$ cat config.mk
export PLATFORM = sky130hd
export DESIGN_NAME = ffra_cell
export DESIGN_NICKNAME = d
export VERILOG_FILES = /design/src/hw/rtl/ffra_pkg.sv /design/src/hw/rtl/ffra_cell.sv
export SDC_FILE = /design/constraint.sdc
export NUM_CORES = 1
export LEC_CHECK = 0
export ABC_CLOCK_PERIOD_IN_PS = 5560
export BUFFER_PORTS_ARGS = -buffer_cell sky130_fd_sc_hd__buf_2
export CAP_MARGIN = 0
export CORE_AREA = 10 10 144 146
export CTS_BUF_LIST = sky130_fd_sc_hd__clkbuf_8
export CTS_CLUSTER_SIZE = 30
export DETAILED_ROUTE_END_ITERATION = 10
export DIE_AREA = 0 0 154 156
export PLACE_DENSITY = 0.71
export SLEW_MARGIN = 20
export SYNTH_ARGS = -nofsm -noshare
export SYNTH_HDL_FRONTEND = slang
export SYNTH_SLANG_ARGS = --single-unit
$ cat constraint.sdc
create_clock -name i_clk -period 5.56 [get_ports i_clk]
set_clock_uncertainty 0.1 [all_clocks]
set_input_delay 0.278 -clock i_clk [delete_from_list [all_inputs] [get_ports i_clk]]
set_output_delay 0.278 -clock i_clk [all_outputs]
set_load 0.02 [all_outputs]
$ cat src/hw/rtl/ffra_pkg.sv
// Shared types and constants of the first-fit range allocator.
// Used by ffra_cell and first_fit_range_allocator_unit.
package ffra_pkg;

    localparam int MAX_RANGES = 64;
    localparam int CNT_W      = $clog2(MAX_RANGES + 1);

    localparam logic [31:0] POOL_RESET = 32'd268435456;

    localparam logic [1:0] ST_OK     = 2'd0;
    localparam logic [1:0] ST_NOSPC  = 2'd1;
    localparam logic [1:0] ST_FULL   = 2'd2;

    localparam logic KIND_ALLOC = 1'b0;

    typedef struct packed {
        logic [31:0] start;
        logic [31:0] len;
    } t_range;

    typedef enum logic [2:0] {
        CELL_HOLD,
        CELL_LOAD,
        CELL_SETLEN,
        CELL_TAKE_LEFT,
        CELL_TAKE_RIGHT
    } t_cell_op;

    typedef enum logic [1:0] {
        SH_HOLD,
        SH_CAPTURE,
        SH_SHIFT
    } t_sh_op;

    typedef struct packed {
        t_cell_op op;
        t_range   data;
        t_sh_op   sh_op;
    } t_cell_cmd;

endpackage

$ cat src/hw/rtl/ffra_cell.sv
// One cell of the range table: a stored free range plus its scan copy.
// Depends on ffra_pkg for the range and command types.
module ffra_cell (
    input  logic              i_clk,
    input  ffra_pkg::t_cell_cmd i_cmd,
    input  ffra_pkg::t_range  i_left,
    input  ffra_pkg::t_range  i_right,
    input  ffra_pkg::t_range  i_sh_right,
    output ffra_pkg::t_range  o_main,
    output ffra_pkg::t_range  o_shadow
);
    import ffra_pkg::*;

    t_range r_main;
    t_range r_shadow;

    always_ff @(posedge i_clk) begin
        case (i_cmd.op)
            CELL_LOAD:       r_main <= i_cmd.data;
            CELL_SETLEN:     r_main.len <= i_cmd.data.len;
            CELL_TAKE_LEFT:  r_main <= i_left;
            CELL_TAKE_RIGHT: r_main <= i_right;
            default:         r_main <= r_main;
        endcase
        case (i_cmd.sh_op)
            SH_CAPTURE: r_shadow <= r_main;
            SH_SHIFT:   r_shadow <= i_sh_right;
            default:    r_shadow <= r_shadow;
        endcase
    end

    assign o_main   = r_main;
    assign o_shadow = r_shadow;

endmodule

== Word level (Yosys, flattened, before mapping) ==
Index checks and enable logic that the tools add are counted.

* Flip-flop bits (word level): 128
* Bits in latches: 0
* RAM bits: 0
* Bits in read-only memories: 0
* Input port bits: 262
* Output and inout bits: 128
* Word-level logic and storage cells: 17
* Memories: 0

* Add/sub/neg operators: 0
* Multipliers: 0
* Div/mod/pow operators: 0
* $lt $le $gt $ge: 0
* Eq/ne operators: 6
* Shift-type cells: 0
* Multiplexer cells: 3
* Bitwise operators: 0
* Reductions and logical operators: 4

{| class="wikitable"
|+ Operator list
! cell !! number
|-
| $pmux W32 S3 || 2
|-
| $pmux W64 S2 || 1
|-
| $eq A3 B2 Y1 const B || 2
|-
| $reduce_bool A3 Y1 || 2
|-
| $eq A3 B1 Y1 const B || 1
|-
| $eq A3 B3 Y1 const B || 1
|-
| $eq A2 B1 Y1 const B || 1
|-
| $eq A2 B2 Y1 const B || 1
|-
| $reduce_bool A2 Y1 || 1
|-
| $reduce_or A2 Y1 || 1
|}

== Depth between registers and ports, before layout ==
* Depth in word-level cells: 3
* Mapped depth: 5
* Gate-level depth less buffers: 3

== Least setup slack after synthesis ==
No wires, ideal clock.

* Path kind: input to register
* From: input i_cmd[68] (netlist name)
* To: register r_main (netlist bit o_main[0]), enable pin
* Setup time: 436 ps
* Arrival time: 2451 ps
* Data required time: 5024 ps
* Slack: 2573 ps
* Stages: 4
* Buffers on the path: 3
* Cells stage by stage: buf_4 -> buf_4 -> buf_2 -> xnor2_1

* Cells in the longest elaborated chain, start to end: 3
* Elaborated cells between the ends (all ways): 6
* Those cells by class: eq/ne (4); reduce/logical (2)

{| class="wikitable"
|+ Ends and longest elaborated chain
! element !! RTL line !! source
|-
| from (decl) || ffra_cell.sv:5 || <nowiki>input ffra_pkg::t_cell_cmd i_cmd,</nowiki>
|-
| $eq A3 B1 Y1 / $eq A3 B2 Y1 (equally long branches) || ffra_cell.sv:18 || <nowiki>case (i_cmd.op)</nowiki>
|-
| $reduce_or A2 Y1 (no source line) || - ||
|-
| $reduce_bool A3 Y1 (no source line) * || - ||
|-
| to (signal assigned) || ffra_cell.sv:19 || <nowiki>CELL_LOAD: r_main <= i_cmd.data;</nowiki>
|-
| to (signal assigned) || ffra_cell.sv:21 || <nowiki>CELL_TAKE_LEFT: r_main <= i_left;</nowiki>
|-
| to (signal assigned) || ffra_cell.sv:22 || <nowiki>CELL_TAKE_RIGHT: r_main <= i_right;</nowiki>
|-
| to (decl) || ffra_cell.sv:14 || <nowiki>t_range r_main;</nowiki>
|}

Mark *: on every way between the ends. The rest lies on a longest branch, timed or not.
A chain may end at the register's enable or synchronous reset.

== Worst setup path in the final report ==
* From: input i_cmd[66] (netlist name)
* To: register r_main (netlist bit o_main[43]), enable pin

* Cells in the longest elaborated chain, start to end: 2
* Elaborated cells between the ends (all ways): 4
* Those cells by class: eq/ne (3); reduce/logical (1)

{| class="wikitable"
|+ Ends and longest elaborated chain
! element !! RTL line
|-
| $eq A3 B3 Y1 (tied with other cells) || ffra_cell.sv:18
|-
| $reduce_bool A3 Y1 (no source line) * || -
|}

Marks and branches as above.

==> flow_metrics.tcl <==
set metrics [dict create \
    status "finished clean" \
    core_region_area_um2 17840 \
    vias_per_cell 5.506 \
    r2r_cells 1 \
    max_cap_violations 0 \
    yosysWarningCount 0 \
    overflow 0 \
    cts_buffers 17 \
    io_pins 390 \
    drc 0 \
    grt_max_degree 113 \
    crit_buf_inv 2 \
    clockBufferDepth 2 \
    drt_first_pass_iters 5 \
    hp-class "input pin to flip-flop" \
    crit_arrival_ns 2.41 \
    fp.dieH_um 156 \
    crit_top_cell "buf_4" \
    synth.area.top_cells "edfxtp_1, mux2_2, and3b_1, a221oi_1, and2_1" \
    pwr_density_cell_nw_per_um2 286.6 \
    hold_path_depth 2 \
    period_share 0.4401 \
    crit_path_start_kind "input pin" \
    p_int_mw 1.953 \
    rsz0062_at_grt "no" \
    p_sw_mw 0.8957 \
    cts_tree "done" \
    final_util 0.5571 \
    ant_nets 0 \
    netlist.area_leader.share 0.5112 \
    cts-hold-fix-buffers 0 \
    initial_core_util 0.4214 \
    cp_slowest_stage_delay_ns 0.85 \
    fill_cells 1607 \
    worstPathCellList "buf_4 > buf_4 > mux2_2" \
    seqPwrFrac 0.453 \
    dp_hpwl_um 20060 \
    die_w_um 154 \
    tns_ns 0 \
    fmax_mhz 408.6 \
    slew_headroom 0.3737 \
    grt_use_met1 0.2544 \
    pwr-share-comb 0.249 \
    use_met2 0.3590 \
    post_drt_wl_per_cell_um 22.03 \
    setup_viol 0 \
    drive_gt1_frac 0.5069 \
    synth_area_per_cell_um2 11.53 \
    final_nets 1264 \
    rows 49 \
    root_buffer "clkbuf_8" \
    cts_setup_buffers 0 \
    fin_crit_ns 2.447 \
    busiest_layer "met2" \
    clk_pin_slew_ns 0.09 \
    grt_antenna_before_repair 4 \
    clock_latency_ns 0.44 \
    r2r_setup_slack_ns 4.43 \
    r2r_end "o_shadow[14]$_DFFE_PP_" \
    irDropWorstVdd_v 0.0001550 \
    cp_max_fo 75 \
    critPathKind "input pin to flip-flop" \
    synth.distinct_cells 18 \
    grtUsageMet3 0.06507 \
    die_area_um2 24020 \
    end_kind "flip-flop" \
    worstPathRequired_ns 5.52 \
    grtUsageTotal 0.2126 \
    hold_path_end "o_shadow[15]$_DFFE_PP_" \
    cts_max_level 4 \
    crit_family "buffers and inverters" \
    hold_viol_final 0 \
    synth_fp_nets 915 \
    tightest_slew_ns 0.9394 \
    syn_inst 652 \
    p_clk_frac 0.298 \
    slowest_stage "mux2_2" \
    cts.sinks 128 \
    route.vias.total 6866 \
    synth_top_area_cell "edfxtp_1" \
    portBuffers 389 \
    slew_violations 0 \
    synth_area_um2 7518 \
    cts-resized-gates 0 \
    ys_seq_area_frac 0.5112 \
    rr_startpoint "o_main[14]$_DFFE_PP_" \
    drtIter0Drc 569 \
    synth_seq_cells 128 \
    grt_first_pass_wirelength_um 40510 \
    p_sw_frac 0.3144 \
    grt_pass1_vias 6760 \
    min_from "i_sh_right[15]" \
    routed_wl_um 27470 \
    gp_congestion 0.8236 \
    p_leak_nw 4.318 \
    syn2layout_area_growth_pct 32.20 \
]
[cell type report]
class / instances / area [µm²] / share of cell area
Sequential cell: 128 / 3844 / 0.3867
Antenna cell: 4 / 10.01 / 0.001007
Timing Repair Buffer: 398 / 2019 / 0.2032
Clock inverter: 15 / 167.7 / 0.01687
Inverter: 3 / 11.26 / 0.001133
Multi-Input combinational cell: 453 / 3367 / 0.3387
Clock buffer: 17 / 234.0 / 0.02354
Tap cell: 229 / 286.5 / 0.02883
[registers in the layout (all words and copies together), names as in the netlist]
name / cells
o_shadow: 64
o_main: 64
[logic make-up (layout without fill, tap and decap cells)]
kind of cell	after synthesis	after routing	share of synthesized area
compound gates	256	256	0.2148
other cells	0	4	0
mux	65	65	0.09735
fa+ha+maj	1	1	0.001664
flops	128	128	0.5112
simple gates	130	130	0.1291
xor+xnor	1	1	0.001165
buf+inv	71	433	0.04460
[worst max path at each step]
| stage | slack, ns | depth (start not counted) | startpoint | endpoint |
|---|---|---|---|---|
| final | 3.11 | 3 | i_cmd[66] | o_main[43]$_DFFE_PP_ |
| after global routing | 2.97 | 3 | i_cmd[66] | o_main[41]$_DFFE_PP_ |
| after CTS | 3.13 | 3 | i_cmd[66] | o_main[52]$_DFFE_PP_ |
| after detailed placement | 2.69 | 3 | i_cmd[66] | o_main[41]$_DFFE_PP_ |
| after global placement | 2.67 | 3 | i_cmd[66] | o_main[38]$_DFFE_PP_ |
| after floorplan | 2.57 | 4 | i_cmd[68] | o_main[0]$_DFFE_PP_ |
[cell usage after synthesis]
master / number
a21oi_1: 64
a221oi_1: 49
a221oi_2: 15
and2_1: 64
and3b_1: 64
buf_2: 37
buf_4: 6
clkbuf_1: 25
edfxtp_1: 128
ha_1: 1
inv_1: 2
inv_2: 1
mux2_2: 65
nand2_2: 1
nor2_1: 1
o21ai_0: 51
o21ai_1: 77
xnor2_1: 1
[per-stage QoR]
stage	cell area, µm²	std cells	setup WS [ns]	power [mW]	hold slack (ns)
6_report	9940	1247	3.113	2.849	0.02983
5_1_grt	9940	1247	2.971	2.966	0.001728
4_1_cts	9930	1243	3.125	2.863	0.003223
3_5_place_dp	9528	1211	2.690	2.025	0.4611
3_3_place_gp	9528	1211	2.665	2.014	0.4578
2_1_floorplan	7518	652	2.573	1.718	0.3989
[placed cells by master, fill, tap and decap left out, types with 11 or more instances in the layout]
master	count
buf_2	387
and3b_1	64
buf_4	11
a221oi_2	15
and2_1	64
o21ai_1	77
edfxtp_1	128
o21ai_0	51
a221oi_1	49
clkbuf_8	17
a21oi_1	64
mux2_2	65
[power groups by stage]
stage          Sequential (mW)  Clock, mW  Combinational (mW)
2_1_floorplan             1.46          0               0.255
3_3_place_gp              1.31          0               0.703
3_5_place_dp              1.31          0               0.714
4_1_cts                   1.29      0.857               0.716
5_1_grt                   1.30      0.898               0.766
6_report                  1.29      0.849               0.710
[per-layer routing]
layer / wire length, µm / part of all wire
met2: 14080 / 0.51
met5: 0 / 0
met1: 10470 / 0.38
met3: 2485 / 0.090
met4: 431 / 0.016
Power figures use the tool's default switching activity.
