File: src/hw/rtl/ffra_mod.sv
// Bit-serial restoring remainder unit, one quotient bit per cycle.
// Depends on nothing beyond plain logic.
module ffra_mod (
    input  logic        i_clk,
    input  logic        i_rst_n,
    input  logic        i_start,
    input  logic [31:0] i_num,
    input  logic [31:0] i_den,
    output logic        o_done,
    output logic [31:0] o_rem
);
    logic [32:0] r_rem;
    logic [31:0] r_num;
    logic [31:0] r_den;
    logic [4:0]  r_cnt;
    logic        r_busy;
    logic        r_done;
    logic [32:0] n_try;
    logic [32:0] n_rem;

    always_comb begin
        n_try = {r_rem[31:0], r_num[31]};
        n_rem = (n_try >= {1'b0, r_den}) ? (n_try - {1'b0, r_den}) : n_try;
    end

    always_ff @(posedge i_clk) begin
        if (!i_rst_n) begin
            r_busy <= 1'b0;
            r_done <= 1'b0;
        end else begin
            r_done <= 1'b0;
            if (i_start) begin
                r_busy <= 1'b1;
                r_cnt  <= 5'd0;
                r_rem  <= 33'd0;
                r_num  <= i_num;
                r_den  <= i_den;
            end else if (r_busy) begin
                r_rem <= n_rem;
                r_num <= {r_num[30:0], 1'b0};
                r_cnt <= r_cnt + 5'd1;
                if (r_cnt == 5'd31) begin
                    r_busy <= 1'b0;
                    r_done <= 1'b1;
                end
            end
        end
    end

    assign o_done = r_done;
    assign o_rem  = r_rem[31:0];

endmodule

File: config.mk
export PLATFORM = sky130hd
export DESIGN_NAME = ffra_mod
export DESIGN_NICKNAME = d
export VERILOG_FILES = /design/src/hw/rtl/ffra_mod.sv
export SDC_FILE = /design/constraint.sdc
export NUM_CORES = 1
export LEC_CHECK = 0
export BUFFER_PORTS_ARGS = -buffer_cell sky130_fd_sc_hd__buf_2
export CAP_MARGIN = 20
export CORE_ASPECT_RATIO = 1.5
export CORE_MARGIN = 2
export CORE_UTILIZATION = 58
export DETAILED_ROUTE_END_ITERATION = 8
export PLACE_DENSITY_LB_ADDON = 0.05
export SLEW_MARGIN = 20
export SYNTH_ARGS = -nofsm -noshare
export SYNTH_HDL_FRONTEND = slang
export SYNTH_SLANG_ARGS = --single-unit
File: constraint.sdc
create_clock -name i_clk -period 4 [get_ports i_clk]
set_input_delay 0.6 -clock i_clk [delete_from_list [all_inputs] [get_ports i_clk]]
set_output_delay 0.6 -clock i_clk [all_outputs]
set_load 0.005 [all_outputs]
# After elaboration in Yosys (flattened, before gate mapping)
# Index checks and enable logic that the tools add are counted.
[word_totals]
reg_bits = 103
latch_bits = 0
mem_bits_rw = 0
rom_bits = 0
in_bits = 67
output_inout_bits = 33
n_memories = 0
[classes]
n_addsub = 2
mul = 0
div_mod_pow = 0
order_cmp = 1
eq_ne = 1
n_shift = 0
muxes = 9
bitwise = 2
reduce_logical = 4
[ops]
columns = ["operator", "count"]
rows = [
  ["32-bit 2-to-1 mux", 4],
  ["33-bit by 32-bit >= comparator with 1-bit output", 1],
  ["32-bit subtractor", 1],
  ["5-bit by 1-bit adder with 5-bit output (second input constant)", 1],
  ["5-bit == test (second input constant)", 1],
  ["5-bit 2-to-1 mux", 1],
  ["1-bit 2-to-1 mux", 4],
  ["2-bit AND reduction", 2],
  ["3-bit OR reduction", 1],
  ["1-bit inverter", 2],
  ["2-bit nonzero test", 1],
]

# Logic depth before layout (Yosys ltp)
# Gate-level depths: netlist of the first run.
[logic_depth]
ltp_word = 4
depth_mapped = 13
depth_no_buf = 12

# Least setup slack after synthesis of the first run
# No wires, ideal clock.
[synth_path]
path_type = "in2reg"
from = "in i_start"
to = "reg r_cnt[0], enable pin"
arrival_time_ps = 2755
t_required_ps = 3567
slack_ps = 812
stages = 3
n_path_buf = 2
path_cell_list = "clkbuf_1 -> buf_1 -> o21a_1"
[synth_via]
elab_chain_cells = 2
[synth_rtl]
columns = ["element", "line_no", "rtl"]
rows = [
  ["start: declaration", "6", "input logic i_start,"],
  ["2-bit nonzero test (no line)", "--", ""],
  ["2-bit AND reduction (no line)", "--", ""],
  ["end signal: assignment", "41", "r_cnt <= r_cnt + 5'd1;"],
  ["end: declaration", "15", "logic [4:0] r_cnt;"],
]
# Every way passes these cells.
# A chain may end at the register's enable or synchronous reset.

# Worst setup path after layout of the first run
[layout_path]
from = "reg r_rem[0]"
to = "reg r_rem[0] (data pin)"
[layout_via]
elab_chain_cells = 3
[layout_rtl]
columns = ["element", "line_no", "rtl"]
rows = [
  ["start: declaration", "12", "logic [32:0] r_rem;"],
  ["start signal: assignment", "39", "r_rem <= n_rem;"],
  ["33-bit by 32-bit >= comparator with 1-bit output", "23", "n_rem = (n_try >= {1'b0, r_den}) ? (n_try - {1'b0, r_den}) : n_try;"],
  ["32-bit 2-to-1 mux", "23", ""],
  ["32-bit 2-to-1 mux", "38", "end else if (r_busy) begin"],
]
# Every way passes these cells. The select of a mux whose other input is x is not followed.

==> metrics.sh, run 1 <==
RUN_STATUS='finished clean'
VIAS_PER_CELL=5.96
SYNTHFLOPTYPE='edfxtp_1'
CRITICAL_PATH.STARTPOINT='r_rem[0]'
CLOCK-ROOT-BUFFER='clkbuf_16'
CLOCK_LATENCY_ON_THE_WORST_SKEW_PAIR_NS=0.35
LEAKAGE_uW=0.00299
GP_CONGESTION=0.927
CTS.HTREE.LEVELS=3
DRTANTENNAVIOLNETS=0
POST_ROUTE_CELLS_DRIVE_ABOVE_1_SHARE_PCT=33.2
PERIOD_SHARE_PCT=80.9
VIAS_IN_THE_FIRST_GLOBAL_ROUTE=5014
SETUP_VIOL=0
SLOWEST_STAGE='edfxtp_1'
RSZ0062_AT_GRT='no'
TIMING.FINAL.HOLD_VIOLATIONS=0
TOTAL_SWITCHING_POWER_uW=1030
DETAIL_ROUTE.DRC_VIOLATIONS=0
CTS_TREE='yes'
CAP_VIOL_MAX_COUNT=0
POWER.TOTAL_uW=3160
CLOCK_BUFFERS_CREATED_BY_TRITONCTS=9
WORSTREG2REGSTART='r_rem[0]'
FIN_NETS=753
YS_WARN_COUNT=0
PLACEMENT_ROWS=47
CORE_MM2=0.0110
MAXIMUM_VDD_DROP_V=0.000362
CP_NUM_CELLS=10
POSTCTSSETUPREPAIRBUFS=0
NETSWITCHINGFRACTION_PCT=32.6
TIMING.HOLD.WORST.START='i_den[12]'
DETAILROUTE.VIA_COUNT=4786
HOLD_PATH.CLASS='in2reg'
PATH_CLK_SLEW_NS=0.08
YS_SEQ_AREA_SHARE_PCT=47.4
CTS_NUM_SINKS=103
WORST_HOLD_SLACK_NS=0.420
MAX_STAGE_DELAY_NS=0.46
WORSTPATHCELLLIST='ha_1 -> nor2b_4 -> o31a_1 -> o31a_1 -> o2111ai_2 -> and3_4 -> o31a_1 -> buf_4 -> o21ai_4 -> a211oi_2'
YOSYS_REGISTER_BITS=103
POST_CTS_RESIZE_COUNT=0
DIE_WIDTH_UM=90.3
WIRELENGTH_UM=14600
INSERTEDDIODECOUNT=0
PORT-BUFFER-COUNT=99
ACHIEVABLE-FREQUENCY_GHz=0.309
SYNTHESIS.INSTANCES=558
WORSTPATHMAXFANOUT=9
AREA_ADDED_BETWEEN_SYNTHESIS_AND_FINISH_PCT=13.8
ENDPOINT_KIND='flip-flop'
NUMBER_OF_ANTENNA_VIOLATIONS_AT_THE_FIRST_CHECK_IN_GLOBAL_ROUTING=0
FINCLKSKEW_NS=0.00836
CRITICALPATHCATEGORY='reg2reg'
SYNTH_ASYNC_SR_FLOP_SHARE_PCT=0
ARRIVAL_NS=3.43
POWER_PER_UNIT_OF_STANDARD_CELL_AREA_mW_PER_MM2=428
SYNTH_CELL_TYPES=74
REQUIRED_NS=4.19
CLKPWRFRAC_PCT=27.5
CRIT_FAMILY='compound AO/OA/AOI/OAI gates'
TIMING.SETUP.TNS_NS=0
CTS_HOLD_BUFFERS=0
PATH_BUF_INV=1
CLOCK_TREE.BUFFER_DEPTH=2
SYNTH_AREA_LEADER_CELL='edfxtp_1'
CELL_INTERNAL_PWR_uW=2130
GR-TOTAL-OVERFLOW=0
ADDER_CELL_SHARE_OF_THE_SYNTHESIZED_AREA_PCT=6.87
SYNTH_COMPOUND_GATE_AREA_SHARE_PCT=22.7
CRITICAL_PATH.STARTPOINT_TYPE='flip-flop'
SYNTH_ENABLE_FLOP_CELLS=101
DIEAREA_MM2=0.0121
WORSTREGTOREGCELLS=10
SHARE_COMB_OF_TOTAL_POWER_PCT=29.9
SYNTH_XOR_XNOR_AREA_SHARE_PCT=3.24
FINAL_MAX_SLEW_VIOLS=0
FIN_CRIT_NS=3.24
MAX_SLEW.WORST_PIN.SLEW_NS=0.736
INITIAL_UTILIZATION_PCT=58.9
SYNTH.TOP_CELL.AREA_SHARE_PCT=46.8
DPL.HPWL_UM=10800
WL_PER_CELL_UM=18.2
GRT_MAX_DEGREE=53
SYNTH_TOP_CELLS_BY_AREA='edfxtp_1 47%, ha_1 6.6%, mux2_2 5.4%'
DRT_ITER0_MARKERS=230
GR-USAGE-ALL-LAYERS_PCT=25.0
SYNTH.AREA.MUX_SHARE_PCT=5.39
IOS=100
SYNTH_TOP_FAMILY_BY_AREA='compound AO/OA/AOI/OAI gates'
WORST_PATH_MOST_REPEATED_CELL='o31a_1'
SYNTH_SIMPLE_GATE_AREA_SHARE_PCT=9.32
GRT_FIRST_PASS_WIRELENGTH_UM=24000
MAPPEDNETLISTAREA_MM2=0.00648
SYNTH.AVG_CELL_AREA_UM2=11.6
WHS_PATH_DEPTH=1
FIRST_PASS_ITERS=5
TIMING.MAX_SLEW.REL_SLACK_PCT=50.9
POWER.SHARE.SEQUENTIAL_PCT=42.6
DIE_HEIGHT_UM=133
SYN_NETS=660
==> final cells by class <==
type / count / area, um2
Tap cell: 147 / 184
Timing Repair Buffer: 109 / 583
Multi-Input combinational cell: 384 / 3080
Clock buffer: 10 / 229
Sequential cell: 103 / 3070
Fill cell: 914 / 3620
Clock inverter: 6 / 62.6
Inverter: 44 / 165
==> Yosys cell counts, types with 9 or more instances <==
master,count
a21o_1,14
a21oi_1,25
a21oi_2,20
buf_2,11
edfxtp_1,101
ha_1,34
inv_1,44
mux2_2,31
nand2_1,27
nand3_1,13
nor2_1,23
nor3_1,12
o211ai_1,9
o211ai_2,20
o21ai_0,19
o21ai_1,9
xnor2_1,14
xor2_1,10
==> through the flow <==
stage	area [um2]	utilization, %	worst slack (ns)	cells
after floorplan	6480	-	0.812	558
final	7380	67.1	0.765	803
after detailed placement	7080	64.4	0.795	787
after global placement	7080	64.4	0.873	787
after CTS	7380	67.1	0.765	803
after global routing	7380	67.1	0.568	803
==> state kept, by name, indices dropped and copies added (netlist names) <==
register,cells
r_den,32
r_cnt,5
r_busy,1
r_num,32
r_rem,32
o_done,1
==> metal layers <==
layer  vias up  share of wire (%)  track usage (%)  wire length (um)
li1       2325                  -                -                 -
met1      2289                 39             28.1              5660
met2       141                 54             46.7              7830
met3        31                4.8             4.98               703
met4         0                3.0             9.06               432
met5         -                  0                0                 0
==> power by group through the flow <==
stage / clock network (uW) / logic, uW / registers, uW
2_1_floorplan: 0 / 713 / 1370
3_3_place_gp: 0 / 924 / 1370
3_5_place_dp: 0 / 937 / 1370
4_1_cts: 880 / 943 / 1350
5_1_grt: 921 / 1040 / 1350
6_report: 867 / 946 / 1350
==> cell families after synthesis <==
group,after synthesis
AOI/OAI and AO/OA,181
and+or+nand+nor,113
DFF,103
buffers and inverters,71
adders and majority gates,35
muxes,31
xor gates and xnor gates,24
==> path summary, 6_finish.rpt <==
check,end,slack (ns)
worst min register to register,o_done,0.54
worst min-delay path,r_den[12],0.42
worst max-delay path,r_rem[0],0.76
worst max register to register,r_rem[0],0.76
==> cell usage in the layout, fill, tap and decap left out, types with 4 or more instances in the layout <==
| master | count |
|---|---|
| a211oi_2 | 5 |
| a21o_1 | 14 |
| a21oi_1 | 25 |
| a21oi_2 | 20 |
| a31oi_1 | 7 |
| and3_1 | 7 |
| buf_2 | 99 |
| buf_4 | 9 |
| clkbuf_16 | 9 |
| edfxtp_1 | 101 |
| ha_1 | 34 |
| inv_1 | 44 |
| mux2_2 | 31 |
| nand2_1 | 27 |
| nand3_1 | 13 |
| nor2_1 | 23 |
| nor2b_1 | 4 |
| nor3_1 | 12 |
| nor4_1 | 4 |
| o211ai_1 | 9 |
| o211ai_2 | 20 |
| o21a_1 | 6 |
| o21ai_0 | 19 |
| o21ai_1 | 9 |
| o21bai_1 | 6 |
| o22ai_1 | 6 |
| or3_1 | 4 |
| xnor2_1 | 14 |
| xor2_1 | 10 |
(Power assumes the default switching activity.)
==> inputs of run 2 (changes only) <==
clock period = 3.25 ns   (was 4 ns; I/O delays follow)
==> run 2 against run 1 <==
Compared with the run above: via count up 2.5%; count of clock-buffer cells in the layout unchanged; maximum frequency up 0.52%; non-clock buffer count up 19; final cell count up 2.5%; die area unchanged; combinational power up 32%; total power up 27%; worst setup slack worse by 0.73 ns; critical path depth up 2.
==> metrics.sh, run 2 (synthesized netlist as in run 1, its figures left out) <==
WIRELENGTH_UM=15400  # +5.3%
CTS_NUM_SINKS=103  # unchanged
POWER_PER_UNIT_OF_STANDARD_CELL_AREA_mW_PER_MM2=526  # +23%
TOTAL_SWITCHING_POWER_uW=1310  # +28%
TIMING.FINAL.HOLD_VIOLATIONS=0  # unchanged
LAYOUT_COMMONEST_CELL='edfxtp_1'
GRT_FIRST_PASS_WIRELENGTH_UM=24900  # +3.8%
CAP_VIOL_MAX_COUNT=0  # unchanged
LARGEST_REGISTERS='r_den: 32 flops, r_num: 32 flops, r_rem: 32 flops'
SLOWEST_STAGE='edfxtp_1'
WL_PER_CELL_UM=18.7  # +2.8%
POWER.SHARE.SEQUENTIAL_PCT=41.4  # -1.2 points
DP_WORST_SETUP_SLACK_NS=-0.0657  # -0.861 ns
SHARE_COMB_OF_TOTAL_POWER_PCT=31.2  # +1.3 points
DIE_WIDTH_UM=90.3  # unchanged
WORST_HOLD_SLACK_NS=0.301  # -0.119 ns
FIN_CRIT_NS=3.22  # -0.0167 ns
MAX_STAGE_DELAY_NS=0.39  # -0.07 ns
INITIAL_UTILIZATION_PCT=58.9  # unchanged
DETAIL_ROUTE.DRC_VIOLATIONS=0  # unchanged
PERIOD_SHARE_PCT=99.0  # +18 points
GRT_MAX_DEGREE=49  # -7.5%
AREA_ADDED_BETWEEN_SYNTHESIS_AND_FINISH_PCT=17.5
CRITICALPATHCATEGORY='reg2reg'
PATH_BUF_INV=2  # +1
FINCLKSKEW_NS=0.0112  # +0.00282 ns
FIRST_PASS_ITERS=4  # -1
IOS=100  # unchanged
CTS_HOLD_BUFFERS=0  # unchanged
DPL.HPWL_UM=11100  # +3.5%
WORSTPATHCELLLIST='inv_1 -> ha_2 -> inv_1 -> fa_1 -> a21o_1 -> a221oi_4 -> o211ai_2 -> a211oi_4 -> o21ai_4 -> a311oi_2 -> xor2_1 -> o22ai_1'
CLOCK_LATENCY_ON_THE_WORST_SKEW_PAIR_NS=0.36  # about the same
GR-TOTAL-OVERFLOW=0  # unchanged
ENDPOINT_KIND='flip-flop'
DIEAREA_MM2=0.0121  # unchanged
NETSWITCHINGFRACTION_PCT=32.8  # +0.19 points
GR-USAGE-ALL-LAYERS_PCT=25.8  # +0.80 points
REQUIRED_NS=3.34  # -0.85 ns
CRITICAL_PATH.STARTPOINT_TYPE='flip-flop'
ACHIEVABLE-FREQUENCY_GHz=0.311  # +0.52%
INSERTEDDIODECOUNT=0  # unchanged
PLACEMENT_ROWS=47  # unchanged
POST_ROUTE_CELLS_DRIVE_ABOVE_1_SHARE_PCT=35.9  # +2.7 points
FINAL-INSTANCE-COUNT-EXCL-FILL=823  # +2.5%
POST-ROUTE-WORST-SETUP-SLACK_NS=0.0314  # -0.733 ns
CTS.HTREE.LEVELS=3  # unchanged
CLOCK_BUFFERS_CREATED_BY_TRITONCTS=9  # unchanged
HOLD_PATH.CLASS='in2reg'
CLOCK_TREE.BUFFER_DEPTH=2  # unchanged
DRT_ITER0_MARKERS=269  # +17%
DIE_HEIGHT_UM=133  # unchanged
FIN_NETS=773  # +2.7%
CLKPWRFRAC_PCT=27.4  # about the same
DRTANTENNAVIOLNETS=0  # unchanged
WORSTREG2REGSTART='r_num[31]'
SETUP_VIOL=0  # unchanged
CELL_INTERNAL_PWR_uW=2690  # +26%
WORST_PATH_MOST_REPEATED_CELL='inv_1'
NUMPLACEDINSTANCES=799  # +1.5%
TIMING.MAX_SLEW.REL_SLACK_PCT=42.7  # -8.2 points
MAXIMUM_VDD_DROP_V=0.000378  # +4.4%
VIAS_IN_THE_FIRST_GLOBAL_ROUTE=5223  # +4.2%
TIMING.HOLD.WORST.START='i_den[15]'
GP_CONGESTION=0.902  # -2.7%
MOSTFREQUENTLAYOUTCELLS='101 x edfxtp_1, 99 x buf_2, 44 x inv_1'
RUN_STATUS='finished clean'
WORSTPATHMAXFANOUT=4  # -5
TIMING.SETUP.TNS_NS=0  # unchanged
CLOCK-ROOT-BUFFER='clkbuf_16'
PORT-BUFFER-COUNT=99  # unchanged
MAX_SLEW.WORST_PIN.SLEW_NS=0.856  # +0.120 ns
DETAILROUTE.VIA_COUNT=4906  # +2.5%
PATH_CLK_SLEW_NS=0.08  # about the same
CRIT_FAMILY='compound AO/OA/AOI/OAI gates'
LEAKAGE_uW=0.00311  # +4.1%
CORE_MM2=0.0110  # unchanged
NUMBER_OF_ANTENNA_VIOLATIONS_AT_THE_FIRST_CHECK_IN_GLOBAL_ROUTING=0  # unchanged
CTS_TREE='yes'
CRITICAL_PATH.STARTPOINT='r_num[31]'
FINAL_MAX_SLEW_VIOLS=0  # unchanged
ARRIVAL_NS=3.31  # -0.12 ns
VIAS_PER_CELL=5.96  # about the same
[run 2: per-stage QoR]
step	utilization, %	cell area, um2	power, uW
6_report	69.2	7610	4010
5_1_grt	69.2	7610	4180
4_1_cts	68.4	7520	4000
3_5_place_dp	65.4	7190	2890
3_3_place_gp	65.4	7190	2860
2_1_floorplan	-	6480	2560
[run 2: power by group through the flow]
stage          clock [uW]  combinational [uW]  sequential [uW]
6_report             1100                1250             1660
4_1_cts              1120                1220             1660
3_3_place_gp            0                1180             1680
5_1_grt              1160                1360             1670
3_5_place_dp            0                1200             1690
2_1_floorplan           0                 878             1680
[run 2: path summary, 6_finish.rpt]
check        slack, ns         to  cells after the start
max               0.03  r_rem[30]                     12
min               0.30  r_den[15]                      1
max reg2reg       0.03  r_rem[30]                     12
min reg2reg       0.53     o_done                      1
[run 2: cell type report]
type	instances	area, um2
clock inverters	6	62.6
repair buffers	128	767
fillers	874	3380
flip-flops and latches	103	3070
well taps	147	184
clock buffers	10	239
inverters	44	165
multi-input cells	385	3120
[run 2: worst register-to-register path: stages (launching register included)]
cell,delay [ns]
edfxtp_1,0.39
inv_1,0.09
ha_2,0.21
inv_1,0.06
fa_1,0.39
a21o_1,0.22
a221oi_4,0.31
o211ai_2,0.18
a211oi_4,0.35
o21ai_4,0.13
a311oi_2,0.29
xor2_1,0.23
o22ai_1,0.10
[run 2: per-layer routing]
metal / track usage (%) / vias to the layer above / routed length (um) / part of all wire [%]
met2: 48.8 / 116 / 8430 / 55
li1: - / 2353 / - / -
met5: 0 / - / 0 / 0
met3: 4.07 / 21 / 503 / 3.3
met4: 10.2 / 0 / 296 / 1.9
met1: 28.8 / 2416 / 6180 / 40
[run 2: timing repair]
action,CTS,global route
cloned,1,0
endpoints found under the setup margin,15,5
pin swaps,6,7
gates resized for setup,3,5
setup buffers,1,6
